<file path="src/sv/shs_pkg.sv">
package shs_pkg;

	// control for one chain cell
	typedef struct packed {
		logic byte_shift;
		logic word_shift;
	} shs_shift_t;

	typedef logic [7:0][31:0] shs_words8_t;

	localparam logic [5:0] SHS_LEN_OFFSET = 6'd56;
	localparam logic [5:0] SHS_LAST_BYTE  = 6'd63;
	localparam logic [7:0] SHS_PAD_MARK   = 8'h80;

	// initial hash value, entry 0 is H0
	localparam shs_words8_t SHS_IV = {
		32'h5be0cd19, 32'h1f83d9ab, 32'h9b05688c, 32'h510e527f,
		32'ha54ff53a, 32'h3c6ef372, 32'hbb67ae85, 32'h6a09e667
	};

	localparam logic [31:0] SHS_K [64] = '{
		32'h428a2f98, 32'h71374491, 32'hb5c0fbcf, 32'he9b5dba5,
		32'h3956c25b, 32'h59f111f1, 32'h923f82a4, 32'hab1c5ed5,
		32'hd807aa98, 32'h12835b01, 32'h243185be, 32'h550c7dc3,
		32'h72be5d74, 32'h80deb1fe, 32'h9bdc06a7, 32'hc19bf174,
		32'he49b69c1, 32'hefbe4786, 32'h0fc19dc6, 32'h240ca1cc,
		32'h2de92c6f, 32'h4a7484aa, 32'h5cb0a9dc, 32'h76f988da,
		32'h983e5152, 32'ha831c66d, 32'hb00327c8, 32'hbf597fc7,
		32'hc6e00bf3, 32'hd5a79147, 32'h06ca6351, 32'h14292967,
		32'h27b70a85, 32'h2e1b2138, 32'h4d2c6dfc, 32'h53380d13,
		32'h650a7354, 32'h766a0abb, 32'h81c2c92e, 32'h92722c85,
		32'ha2bfe8a1, 32'ha81a664b, 32'hc24b8b70, 32'hc76c51a3,
		32'hd192e819, 32'hd6990624, 32'hf40e3585, 32'h106aa070,
		32'h19a4c116, 32'h1e376c08, 32'h2748774c, 32'h34b0bcb5,
		32'h391c0cb3, 32'h4ed8aa4a, 32'h5b9cca4f, 32'h682e6ff3,
		32'h748f82ee, 32'h78a5636f, 32'h84c87814, 32'h8cc70208,
		32'h90befffa, 32'ha4506ceb, 32'hbef9a3f7, 32'hc67178f2
	};

	// schedule sigmas
	function automatic logic [31:0] shs_sig0(input logic [31:0] x);
		return {x[6:0], x[31:7]} ^ {x[17:0], x[31:18]} ^ {3'b000, x[31:3]};
	endfunction

	function automatic logic [31:0] shs_sig1(input logic [31:0] x);
		return {x[16:0], x[31:17]} ^ {x[18:0], x[31:19]} ^ {10'd0, x[31:10]};
	endfunction

	// round sigmas
	function automatic logic [31:0] shs_bsig0(input logic [31:0] x);
		return {x[1:0], x[31:2]} ^ {x[12:0], x[31:13]} ^ {x[21:0], x[31:22]};
	endfunction

	function automatic logic [31:0] shs_bsig1(input logic [31:0] x);
		return {x[5:0], x[31:6]} ^ {x[10:0], x[31:11]} ^ {x[24:0], x[31:25]};
	endfunction

	function automatic logic [31:0] shs_ch(input logic [31:0] x, input logic [31:0] y,
			input logic [31:0] z);
		return (x & y) ^ (~x & z);
	endfunction

	function automatic logic [31:0] shs_maj(input logic [31:0] x, input logic [31:0] y,
			input logic [31:0] z);
		return (x & y) ^ (x & z) ^ (y & z);
	endfunction

endpackage

</file>
<file path="src/sv/shs_cell.sv">
// One 32-bit cell of a chain: takes a byte or a whole word from its neighbor.
module shs_cell (
	input  logic               clk,
	input  shs_pkg::shs_shift_t shift,
	input  logic [31:0]        nb_word,
	output logic [31:0]        q
);
	import shs_pkg::*;

	logic [31:0] word_q;

	always_ff @(posedge clk) begin
		if (shift.word_shift) begin
			word_q <= nb_word;
		end else if (shift.byte_shift) begin
			word_q <= {word_q[23:0], nb_word[31:24]};
		end
	end

	assign q = word_q;
endmodule

</file>
<file path="src/sv/shs_sched.sv">
// Message block and rolling schedule: 16 cells, w[0] is the current round word.
module shs_sched (
	input  logic        clk,
	input  logic        byte_en,
	input  logic [7:0]  byte_in,
	input  logic        word_en,
	output logic [31:0] wt
);
	import shs_pkg::*;

	logic [15:0][31:0] w;
	logic [15:0][31:0] nb;
	logic [31:0]       w_next;
	shs_shift_t        ctl;

	assign ctl.byte_shift = byte_en;
	assign ctl.word_shift = word_en;

	// W[t+16] from the window W[t..t+15]
	assign w_next = shs_sig1(w[14]) + w[9] + shs_sig0(w[1]) + w[0];

	always_comb begin
		for (int i = 0; i < 15; i++) begin
			nb[i] = w[i+1];
		end
		nb[15] = word_en ? w_next : {byte_in, 24'd0};
	end

	for (genvar i = 0; i < 16; i++) begin : g_cell
		shs_cell u_cell (
			.clk     (clk),
			.shift   (ctl),
			.nb_word (nb[i]),
			.q       (w[i])
		);
	end

	assign wt = w[0];
endmodule

</file>
<file path="src/sv/shs_round.sv">
// Working variables a..h as a chain of 8 cells, one round per step.
module shs_round (
	input  logic                clk,
	input  logic                load,
	input  logic                step,
	input  shs_pkg::shs_words8_t init_hash,
	input  logic [31:0]         kt,
	input  logic [31:0]         wt,
	output shs_pkg::shs_words8_t vars
);
	import shs_pkg::*;

	shs_words8_t v;
	shs_words8_t nb;
	logic [31:0] t1;
	logic [31:0] t2;
	shs_shift_t  ctl;

	assign ctl.byte_shift = 1'b0;
	assign ctl.word_shift = load | step;

	assign t1 = v[7] + shs_bsig1(v[4]) + shs_ch(v[4], v[5], v[6]) + kt + wt;
	assign t2 = shs_bsig0(v[0]) + shs_maj(v[0], v[1], v[2]);

	// each cell takes its left neighbor, a and e take the round sums
	always_comb begin
		for (int i = 1; i < 8; i++) begin
			nb[i] = v[i-1];
		end
		nb[0] = t1 + t2;
		nb[4] = v[3] + t1;
		if (load) begin
			nb = init_hash;
		end
	end

	for (genvar i = 0; i < 8; i++) begin : g_cell
		shs_cell u_cell (
			.clk     (clk),
			.shift   (ctl),
			.nb_word (nb[i]),
			.q       (v[i])
		);
	end

	assign vars = v;
endmodule

</file>
<file path="src/sv/sha256_stream_hasher_top.sv">
// Absorb byte: the byte that fills a 64-byte block then holds s_tready low
// for the 64 rounds at one per cycle and the hash update.
// Finish: 9 to 72 internal padding bytes, each block filled on the way adding its
// rounds and update, then eight output words, one per cycle while m_tready is high.
// Reset (arst_n low, asynchronous): hash state to the initial value, counters cleared.
module sha256_stream_hasher_top (
	input  logic        clk,
	input  logic        arst_n,
	input  logic        s_tvalid,
	output logic        s_tready,
	input  logic [7:0]  s_tdata,   // [7:0] data_byte
	input  logic        s_tuser,   // [0] action
	output logic        m_tvalid,
	input  logic        m_tready,
	output logic [31:0] m_tdata,   // [31:0] digest_word
	output logic [2:0]  m_tuser,   // [2:0] word_index
	output logic        m_tlast
);
	import shs_pkg::*;

	localparam logic [2:0] ST_IDLE = 3'd0;
	localparam logic [2:0] ST_PAD  = 3'd1;
	localparam logic [2:0] ST_RUN  = 3'd2;
	localparam logic [2:0] ST_FIN  = 3'd3;
	localparam logic [2:0] ST_OUT  = 3'd4;

	logic [2:0]  state_q;
	shs_words8_t hash_q;
	logic [5:0]  fill_q;
	logic [63:0] msg_bits_q;
	logic [63:0] len_q;
	logic        fin_q;
	logic        mark_q;
	logic        lphase_q;
	logic [2:0]  lcnt_q;
	logic        done_q;
	logic [5:0]  rnd_q;
	logic [2:0]  oidx_q;

	logic        in_hs;
	logic        out_hs;
	logic        push_en;
	logic [7:0]  push_byte;
	logic        use_len;
	logic        vload;
	logic        vstep;
	logic [31:0] wt;
	shs_words8_t vars;

	assign in_hs  = s_tvalid & s_tready;
	assign out_hs = m_tvalid & m_tready;

	// padding byte: marker, zeros to offset 56, then length high byte first
	assign use_len = mark_q & (lphase_q | (fill_q == SHS_LEN_OFFSET));

	always_comb begin
		push_en   = 1'b0;
		push_byte = s_tdata;
		if (state_q == ST_IDLE) begin
			push_en = in_hs & ~s_tuser;
		end else if (state_q == ST_PAD) begin
			push_en = 1'b1;
			if (!mark_q) begin
				push_byte = SHS_PAD_MARK;
			end else if (use_len) begin
				push_byte = len_q[63:56];
			end else begin
				push_byte = 8'h00;
			end
		end
	end

	assign vload = push_en & (fill_q == SHS_LAST_BYTE);
	assign vstep = (state_q == ST_RUN);

	shs_sched u_sched (
		.clk     (clk),
		.byte_en (push_en),
		.byte_in (push_byte),
		.word_en (vstep),
		.wt      (wt)
	);

	shs_round u_round (
		.clk       (clk),
		.load      (vload),
		.step      (vstep),
		.init_hash (hash_q),
		.kt        (SHS_K[rnd_q]),
		.wt        (wt),
		.vars      (vars)
	);

	// control sequencer
	always_ff @(posedge clk or negedge arst_n) begin
		if (!arst_n) begin
			state_q    <= ST_IDLE;
			hash_q     <= SHS_IV;
			fill_q     <= 6'd0;
			msg_bits_q <= 64'd0;
			len_q      <= 64'd0;
			fin_q      <= 1'b0;
			mark_q     <= 1'b0;
			lphase_q   <= 1'b0;
			lcnt_q     <= 3'd0;
			done_q     <= 1'b0;
			rnd_q      <= 6'd0;
			oidx_q     <= 3'd0;
		end else begin
			if (push_en) begin
				fill_q     <= fill_q + 6'd1;
				msg_bits_q <= msg_bits_q + 64'd8;
			end
			case (state_q)
				ST_IDLE: begin
					if (in_hs && s_tuser) begin
						len_q    <= msg_bits_q;
						fin_q    <= 1'b1;
						mark_q   <= 1'b0;
						lphase_q <= 1'b0;
						lcnt_q   <= 3'd0;
						done_q   <= 1'b0;
						state_q  <= ST_PAD;
					end else if (vload) begin
						rnd_q   <= 6'd0;
						state_q <= ST_RUN;
					end
				end
				ST_PAD: begin
					mark_q <= 1'b1;
					if (use_len) begin
						lphase_q <= 1'b1;
						len_q    <= {len_q[55:0], 8'h00};
						lcnt_q   <= lcnt_q + 3'd1;
						if (lcnt_q == 3'd7) begin
							done_q <= 1'b1;
						end
					end
					if (vload) begin
						rnd_q   <= 6'd0;
						state_q <= ST_RUN;
					end
				end
				ST_RUN: begin
					rnd_q <= rnd_q + 6'd1;
					if (rnd_q == 6'd63) begin
						state_q <= ST_FIN;
					end
				end
				ST_FIN: begin
					for (int i = 0; i < 8; i++) begin
						hash_q[i] <= hash_q[i] + vars[i];
					end
					if (done_q) begin
						oidx_q  <= 3'd0;
						state_q <= ST_OUT;
					end else if (fin_q) begin
						state_q <= ST_PAD;
					end else begin
						state_q <= ST_IDLE;
					end
				end
				ST_OUT: begin
					if (out_hs) begin
						oidx_q <= oidx_q + 3'd1;
						if (oidx_q == 3'd7) begin
							hash_q     <= SHS_IV;
							fill_q     <= 6'd0;
							msg_bits_q <= 64'd0;
							fin_q      <= 1'b0;
							done_q     <= 1'b0;
							state_q    <= ST_IDLE;
						end
					end
				end
				default: begin
					state_q <= ST_IDLE;
				end
			endcase
		end
	end

	assign s_tready = (state_q == ST_IDLE);
	assign m_tvalid = (state_q == ST_OUT);
	assign m_tdata  = hash_q[oidx_q];
	assign m_tuser  = oidx_q;
	assign m_tlast  = (oidx_q == 3'd7);
endmodule

</file>
<file path="config.mk">
export PLATFORM = sky130hd
export DESIGN_NAME = sha256_stream_hasher_top
export DESIGN_NICKNAME = d
export VERILOG_FILES = /design/src/sv/shs_pkg.sv /design/src/sv/shs_cell.sv /design/src/sv/shs_sched.sv /design/src/sv/shs_round.sv /design/src/sv/sha256_stream_hasher_top.sv
export SDC_FILE = /design/constraint.sdc
export NUM_CORES = 2
export LEC_CHECK = 0
export BUFFER_PORTS_ARGS = -buffer_cell sky130_fd_sc_hd__buf_2
export CAP_MARGIN = 5
export CORE_MARGIN = 4
export CORE_UTILIZATION = 40
export DETAILED_ROUTE_END_ITERATION = 8
export MAX_ROUTING_LAYER = met4
export PLACE_DENSITY = 0.54
export SYNTH_ARGS = -nofsm -noshare
export SYNTH_HDL_FRONTEND = slang
export SYNTH_SLANG_ARGS = --single-unit
</file>
<file path="constraint.sdc">
create_clock -name clk -period 52.8 [get_ports clk]
set_input_delay 5.28 -clock clk [delete_from_list [all_inputs] [get_ports clk]]
set_output_delay 5.28 -clock clk [all_outputs]
set_load 0.02 [all_outputs]
</file>
Word-level counts from Yosys, hierarchy flattened
Memories as Yosys holds them, arrays and structs flattened.
Index checks and enable logic that the tools add are counted.
- register bits: 1177
- memory bits (read-only): 2048
- bits of input ports: 13
- output and inout port bits: 38
- memories: 1
- memories (name ; words ; bits a word ; rd ports ; clocked after memory_dff ; write ports ; line ; source):
    (no name shown) ; 64 ; 32 ; 1 ; 0 ; 0 ; sha256_stream_hasher_top.sv:89 ; .kt (SHS_K[rnd_q]),
- add/subtract/negate cells: 23
- order comparisons: 2
- equality and inequality tests: 17
- muxes and demuxes: 86
- bitwise gates (word level): 26
- reductions and logical operators: 16
- operators by type and width (operator ; count):
    $mux 32 ; 36
    $mux 256 ; 3
    $add 32x32->32 ; 18
    $pmux 256 s2 ; 1
    $mux 64 ; 6
    $xor 32x32->32 ; 9
    $and 32x32->32 ; 5
    $pmux 64 s2 ; 1
    $bmux 32 s3 ; 1
    $add 64x4->64 const B ; 1
    $mux 6 ; 6
    $mux 8 ; 4
    $not 32->32 ; 1
    $xor 32x22->32 ; 1
    $xor 32x29->32 ; 1
    $mux 3 ; 10
    $eq 6x6->1 const B ; 3
    $pmux 6 s3 ; 1
    $pmux 3 s5 ; 1
    $add 6x1->6 const B ; 2
    $pmux 3 s2 ; 2
    $reduce_and 3->1 ; 4
    $mux 1 ; 10
    $eq 3x3->1 const B ; 3
    other kinds (20) ; 40

Depth between registers and ports, before layout
- word-level depth: 10
- gate-level depth with buffers: 37
- mapped depth without buffers: 36

Modules after synthesis
Synthesis repeated with hierarchy kept, for this count alone.
- cell total of the unflattened synthesis: 7776
- area total of the unflattened synthesis: 86793.2 sq um
- modules (own cells, without submodules) (module ; instances ; cells an instance ; area each (sq um) ; sequential area each (sq um)):
    shs_cell ; 24 ; 69 ; 1507.7 ; 960.9
    sha256_stream_hasher_top ; 1 ; 3867 ; 32811.5 ; 10254.8
    shs_round ; 1 ; 1672 ; 13122.6 ; 0.0
    shs_sched ; 1 ; 581 ; 4674.5 ; 0.0

Least setup slack after synthesis
No wires, ideal clock.
- kind: input to register
- start: input s_tvalid
- end: register u_sched.g_cell[0].u_cell.word_q[0] (enable)
- setup time: 2145 ps
- arrival time: 42708 ps
- slack: 7946 ps
- stages on the path: 3
- path buffers: 0
- cells stage by stage: nor2b_1 -> nor3_1 -> a211oi_1
- word-level cells in the longest chain between the ends: 4
- ends and longest elaborated chain (what ; line ; source):
    start, declared ; sha256_stream_hasher_top.sv:9 ; input logic s_tvalid,
    $and 1x1->1 ; sha256_stream_hasher_top.sv:50 ; assign in_hs = s_tvalid & s_tready;
    $and 1x1->1 ; sha256_stream_hasher_top.sv:60 ; push_en = in_hs & ~s_tuser;
    $mux 1 ; sha256_stream_hasher_top.sv:59 ; if (state_q == ST_IDLE) begin
    $reduce_bool 2->1 (no line) ; n/a ;
    end signal, assigned ; shs_cell.sv:14 ; word_q <= nb_word;
    end signal, assigned ; shs_cell.sv:16 ; word_q <= {word_q[23:0], nb_word[31:24]};
    end, declared ; shs_cell.sv:10 ; logic [31:0] word_q;
Every way passes these cells.
A chain may end at the register's enable or synchronous reset.

Worst setup path after layout
- start: register rnd_q[1]
- end: register u_round.g_cell[0].u_cell.word_q[31] (data pin)
- word-level cells in the longest chain between the ends: 8
- ends and longest elaborated chain (what ; line ; source):
    start, declared ; sha256_stream_hasher_top.sv:37 ; logic [5:0] rnd_q;
    start signal, assigned ; sha256_stream_hasher_top.sv:145 ; rnd_q <= rnd_q + 6'd1;
    $not 6->7 (implied by the code) ; sha256_stream_hasher_top.sv:89 ;
    $mem_v2 64x32 ; n/a ;
    $mux 32 (implied by the code) (2 in series) ; sha256_stream_hasher_top.sv:89 ;
    $add 32x32->32 (2 in series) ; shs_round.sv:22 ; assign t1 = v[7] + shs_bsig1(v[4]) + shs_ch(v[4], v[5], v[6]) + kt + wt;
    $add 32x32->32 ; shs_round.sv:30 ; nb[0] = t1 + t2;
    $mux 256 ; shs_round.sv:32 ; if (load) begin
    via u_round.g_cell[0].u_cell.nb_word[31] ; shs_cell.sv:5 ; input logic [31:0] nb_word,
    end signal, assigned ; shs_cell.sv:14 ;
    end signal, assigned ; shs_cell.sv:16 ;
    end, declared ; shs_cell.sv:10 ;
The timed path passes the listed nets, and every way through them passes these cells. The select of a mux whose other input is x is not followed.

==> results.txt <==
For this run, the number of Yosys warnings is 0. The worst setup path is launched from a flop. Port buffering added 50 buffers. The transition time of the tightest slew-check pin was 1.16 ns; the gate count after technology mapping was 8,544. The number of pins exceeding their max-slew limit in the final report came out at 0.

Root cell of the clock tree: sky130_fd_sc_hd__clkbuf_16. By area the synthesized netlist is led by sky130_fd_sc_hd__edfxtp_1, sky130_fd_sc_hd__nand2_1, sky130_fd_sc_hd__dfrtp_1. The synthesized area divided by synthesized cell count was 9.15 um2; the final clock period utilization by the worst path was 18.4%. The critical path in this run is classified as reg -> reg. Synthesis instantiated 106 different standard cells from the library. The tools report the post-detailed-route count of antenna-violating nets as 0. The number of detailed-route iterations in the first pass is 6, and the first-pass GRT wire length is 376,000 um. The min-delay analysis places its worst path in the category reg -> reg. For the reg2reg setup slack, the log shows 43.10 ns.

The clock slew seen by the registers of the worst setup and hold paths was 0.06 ns. The critical path contains buffers and inverters numbering 2 combined. At the later pin of the worst-skew pair, clock insertion delay measures 0.81 ns. Counting cells, the worst reg-to-reg path comes to 31.

Counting instances in the post-synthesis netlist gives the leading cell types as sky130_fd_sc_hd__nand2_1, sky130_fd_sc_hd__edfxtp_1, sky130_fd_sc_hd__a21oi_1. The flow ran to the end, and the final reports show no timing, DRC or antenna violations. STA classifies the critical path endpoint as a flop. For this run, design rule violations remaining after detail routing come to 0. Delay of the slowest critical-path stage: 0.70 ns. The tools report the count of standard-cell rows as 162.

For the worst setup path, the data required time is 53.32 ns. Total vias in the final route: 61.2k. After detailed placement, the design holds a cell count of 10.7k. The cell area that synthesis handed to floorplanning was 78,200 um2. The global routing usage summed across all routing layers was 24.8%. For this run, asynchronously set or reset flops after synthesis account for 34.5%. The number of synthesized register bits is 1,172. Counting stages on the worst path, the most repeated cell is sky130_fd_sc_hd__ha_1. For the aggregate negative setup slack, the log shows 0 ns. The largest total area in the synthesized netlist belongs to sky130_fd_sc_hd__edfxtp_1. The tools report the via count of the first global-routing pass as 59.3k. For the final database, setup skew stands at 0.0456 ns.

The tools report the hold buffer count at CTS as 0. Following the worst setup path forward leads to its endpoint at u_round.g_cell[0].u_cell.q[31]. Summing the sequential cell areas from Yosys gives 42.6% of the chip area.

The run gives 1,172 as the number of sinks driven by the clock tree. The floorplan step defined a die boundary enclosing 203,000 um2. The worst register-to-register path begins at rnd_q[1].

Measured along the y axis, the die boundary spans 450 um. In this run, synthesis inferred 768 flip-flops with an integrated enable. In this run the number of H-tree levels came out at 4. Top cell family by delay on the critical path: compound AO/OA/AOI/OAI gates. The initial antenna violation count was 9; the via density per instance was 5.56. STA puts the critical path data arrival time at 10.22 ns. The reported max-cap violation count is 0, and the fraction of synthesized cell area taken by the top area cell type is 29.5%. Wire length after detailed routing: 249,000 um. The area added between synthesis and finish was 9.06%; the HPWL reported at the end of detailed placement was 181,000 um.

For this run, the leading register cell type out of synthesis is sky130_fd_sc_hd__edfxtp_1. The logs give 3 for the maximum buffer depth of the clock tree and 0 for the total global routing overflow. The fraction of final layout cells with drive strength greater than 1 was 7.85%.

Achievable clock frequency: 103 MHz. The final layout contains 8,953 nets. The number of hold violations in the final report is 0. The worst pin sits at a relative slew slack of 22.3%. The endpoint of the lowest-slack register-to-register path is u_round.g_cell[0].u_cell.q[31]. Placeable core region: 195,000 um2. Dividing the detail-routed wire length by the instance count gives 22.7 um. The critical path starts at rnd_q[1]. The last weighted congestion value of the routability-driven placer is 0.981, and the top fanout value on the critical path is 14. The effective utilization at floorplan came out at 40.2%. The number of clock buffers added by TritonCTS is 143. The die is 450 um wide.

The path length in cells of the critical path is 31. Setup repair after global routing left no endpoint under its margin. The count of instances resized after the clock tree is built was 0; the final non-filler cell total was 11.0k. 51 I/O pins were placed. Entering global routing, the biggest net connects 207 pins. The library cell with the highest instance count after synthesis was sky130_fd_sc_hd__nand2_1. The time the final worst path needs with I/O delays and setup works out to 9.70 ns.

For this block, the initial DRC count from the detailed router was 5,870. Setup violations remaining at the end of the flow were counted as 0. For the count of buffers added by post-CTS timing repair for setup, the log shows 0. TritonCTS built the clock tree.

The tools report the post-synthesis net count as 9,155. The slowest stage of the critical path is the sky130_fd_sc_hd__ha_1 cell.
[registers in the layout, summed over array words and instances, names as in the netlist]
name / cells
len_q: 62
u_sched.g_cell.u_cell.q: 512
done_q: 1
lphase_q: 1
mark_q: 1
fill_q: 6
state_q: 3
msg_bits_q: 61
lcnt_q: 3
hash_q: 256
fin_q: 1
m_tuser: 3
rnd_q: 6
u_round.g_cell.u_cell.q: 256
[layer usage]
metal	wire, um	vias up	global-route usage, %	share of wire [%]
met3	13100	379	2.84	5.3
li1	-	28900	-	-
met1	115000	30200	34.8	46
met5	0	-	-	0
met4	8940	0	8.11	3.6
met2	112000	1706	37.4	45
[logic make-up after synthesis]
group / count (synthesis) / share of synthesized area, %
xor+xnor: 615 / 6.91
simple gates: 3489 / 18.4
buf+inv: 830 / 4.01
flops: 1172 / 42.6
mux: 149 / 3.10
fa+ha+maj: 620 / 11.7
compound gates: 1669 / 13.3
[layout make-up]
type,count,area (um2)
antenna,5,12.5
clock buffer,196,3900
clock inverter,63,766
fill,18900,109000
inverter,354,1340
multi-input combinational,6542,41800
sequential,1172,33400
tap,2542,3180
timing repair buffer,129,928
[placed cells by master, fill, tap and decap left out, drive strengths merged, types with 46 or more instances in the layout]
cell type | Yosys | final
ha | 403 | 403
dfrtp | 268 | 268
a31oi | 99 | 99
xnor2 | 385 | 385
clkinv | 1 | 46
o21ai | 480 | 480
edfxtp | 768 | 768
buf | 46 | 129
nor2 | 460 | 460
nand2b | 54 | 54
fa | 195 | 195
a211oi | 51 | 51
o21a | 56 | 56
inv | 353 | 359
nand3 | 153 | 153
dfstp | 136 | 136
nand2 | 2457 | 2457
mux4 | 70 | 70
and3 | 63 | 63
clkbuf | 430 | 196
a21o | 203 | 203
nor3 | 106 | 106
xor2 | 229 | 229
a21oi | 475 | 475
[stage by stage]
| stage | setup WS, ns | util [%] | instance area, um2 | hold slack [ns] |
|---|---|---|---|---|
| finish | 43.10 | 43.8 | 85300 | 0.474 |
| global route | 42.37 | 43.8 | 85300 | 0.505 |
| CTS | 43.11 | 43.8 | 85300 | 0.481 |
| detailed placement | 43.02 | 41.4 | 80600 | 0.463 |
| global placement | 43.07 | 41.4 | 80600 | 0.464 |
| floorplan | 7.95 | - | 78200 | 0.445 |
[worst min path at each step]
stage	start	to	cells past startpoint
detailed placement	len_q[2]	len_q[2]	1
CTS	len_q[2]	len_q[2]	1
global route	lcnt_q[0]	lcnt_q[0]	1
finish	len_q[2]	len_q[2]	1
global placement	lcnt_q[0]	lcnt_q[0]	1
floorplan	len_q[2]	len_q[2]	1
Power is left out: the tool's default activity adds up to more than one toggle a clock period on the data nets, which glitch-free logic cannot reach.
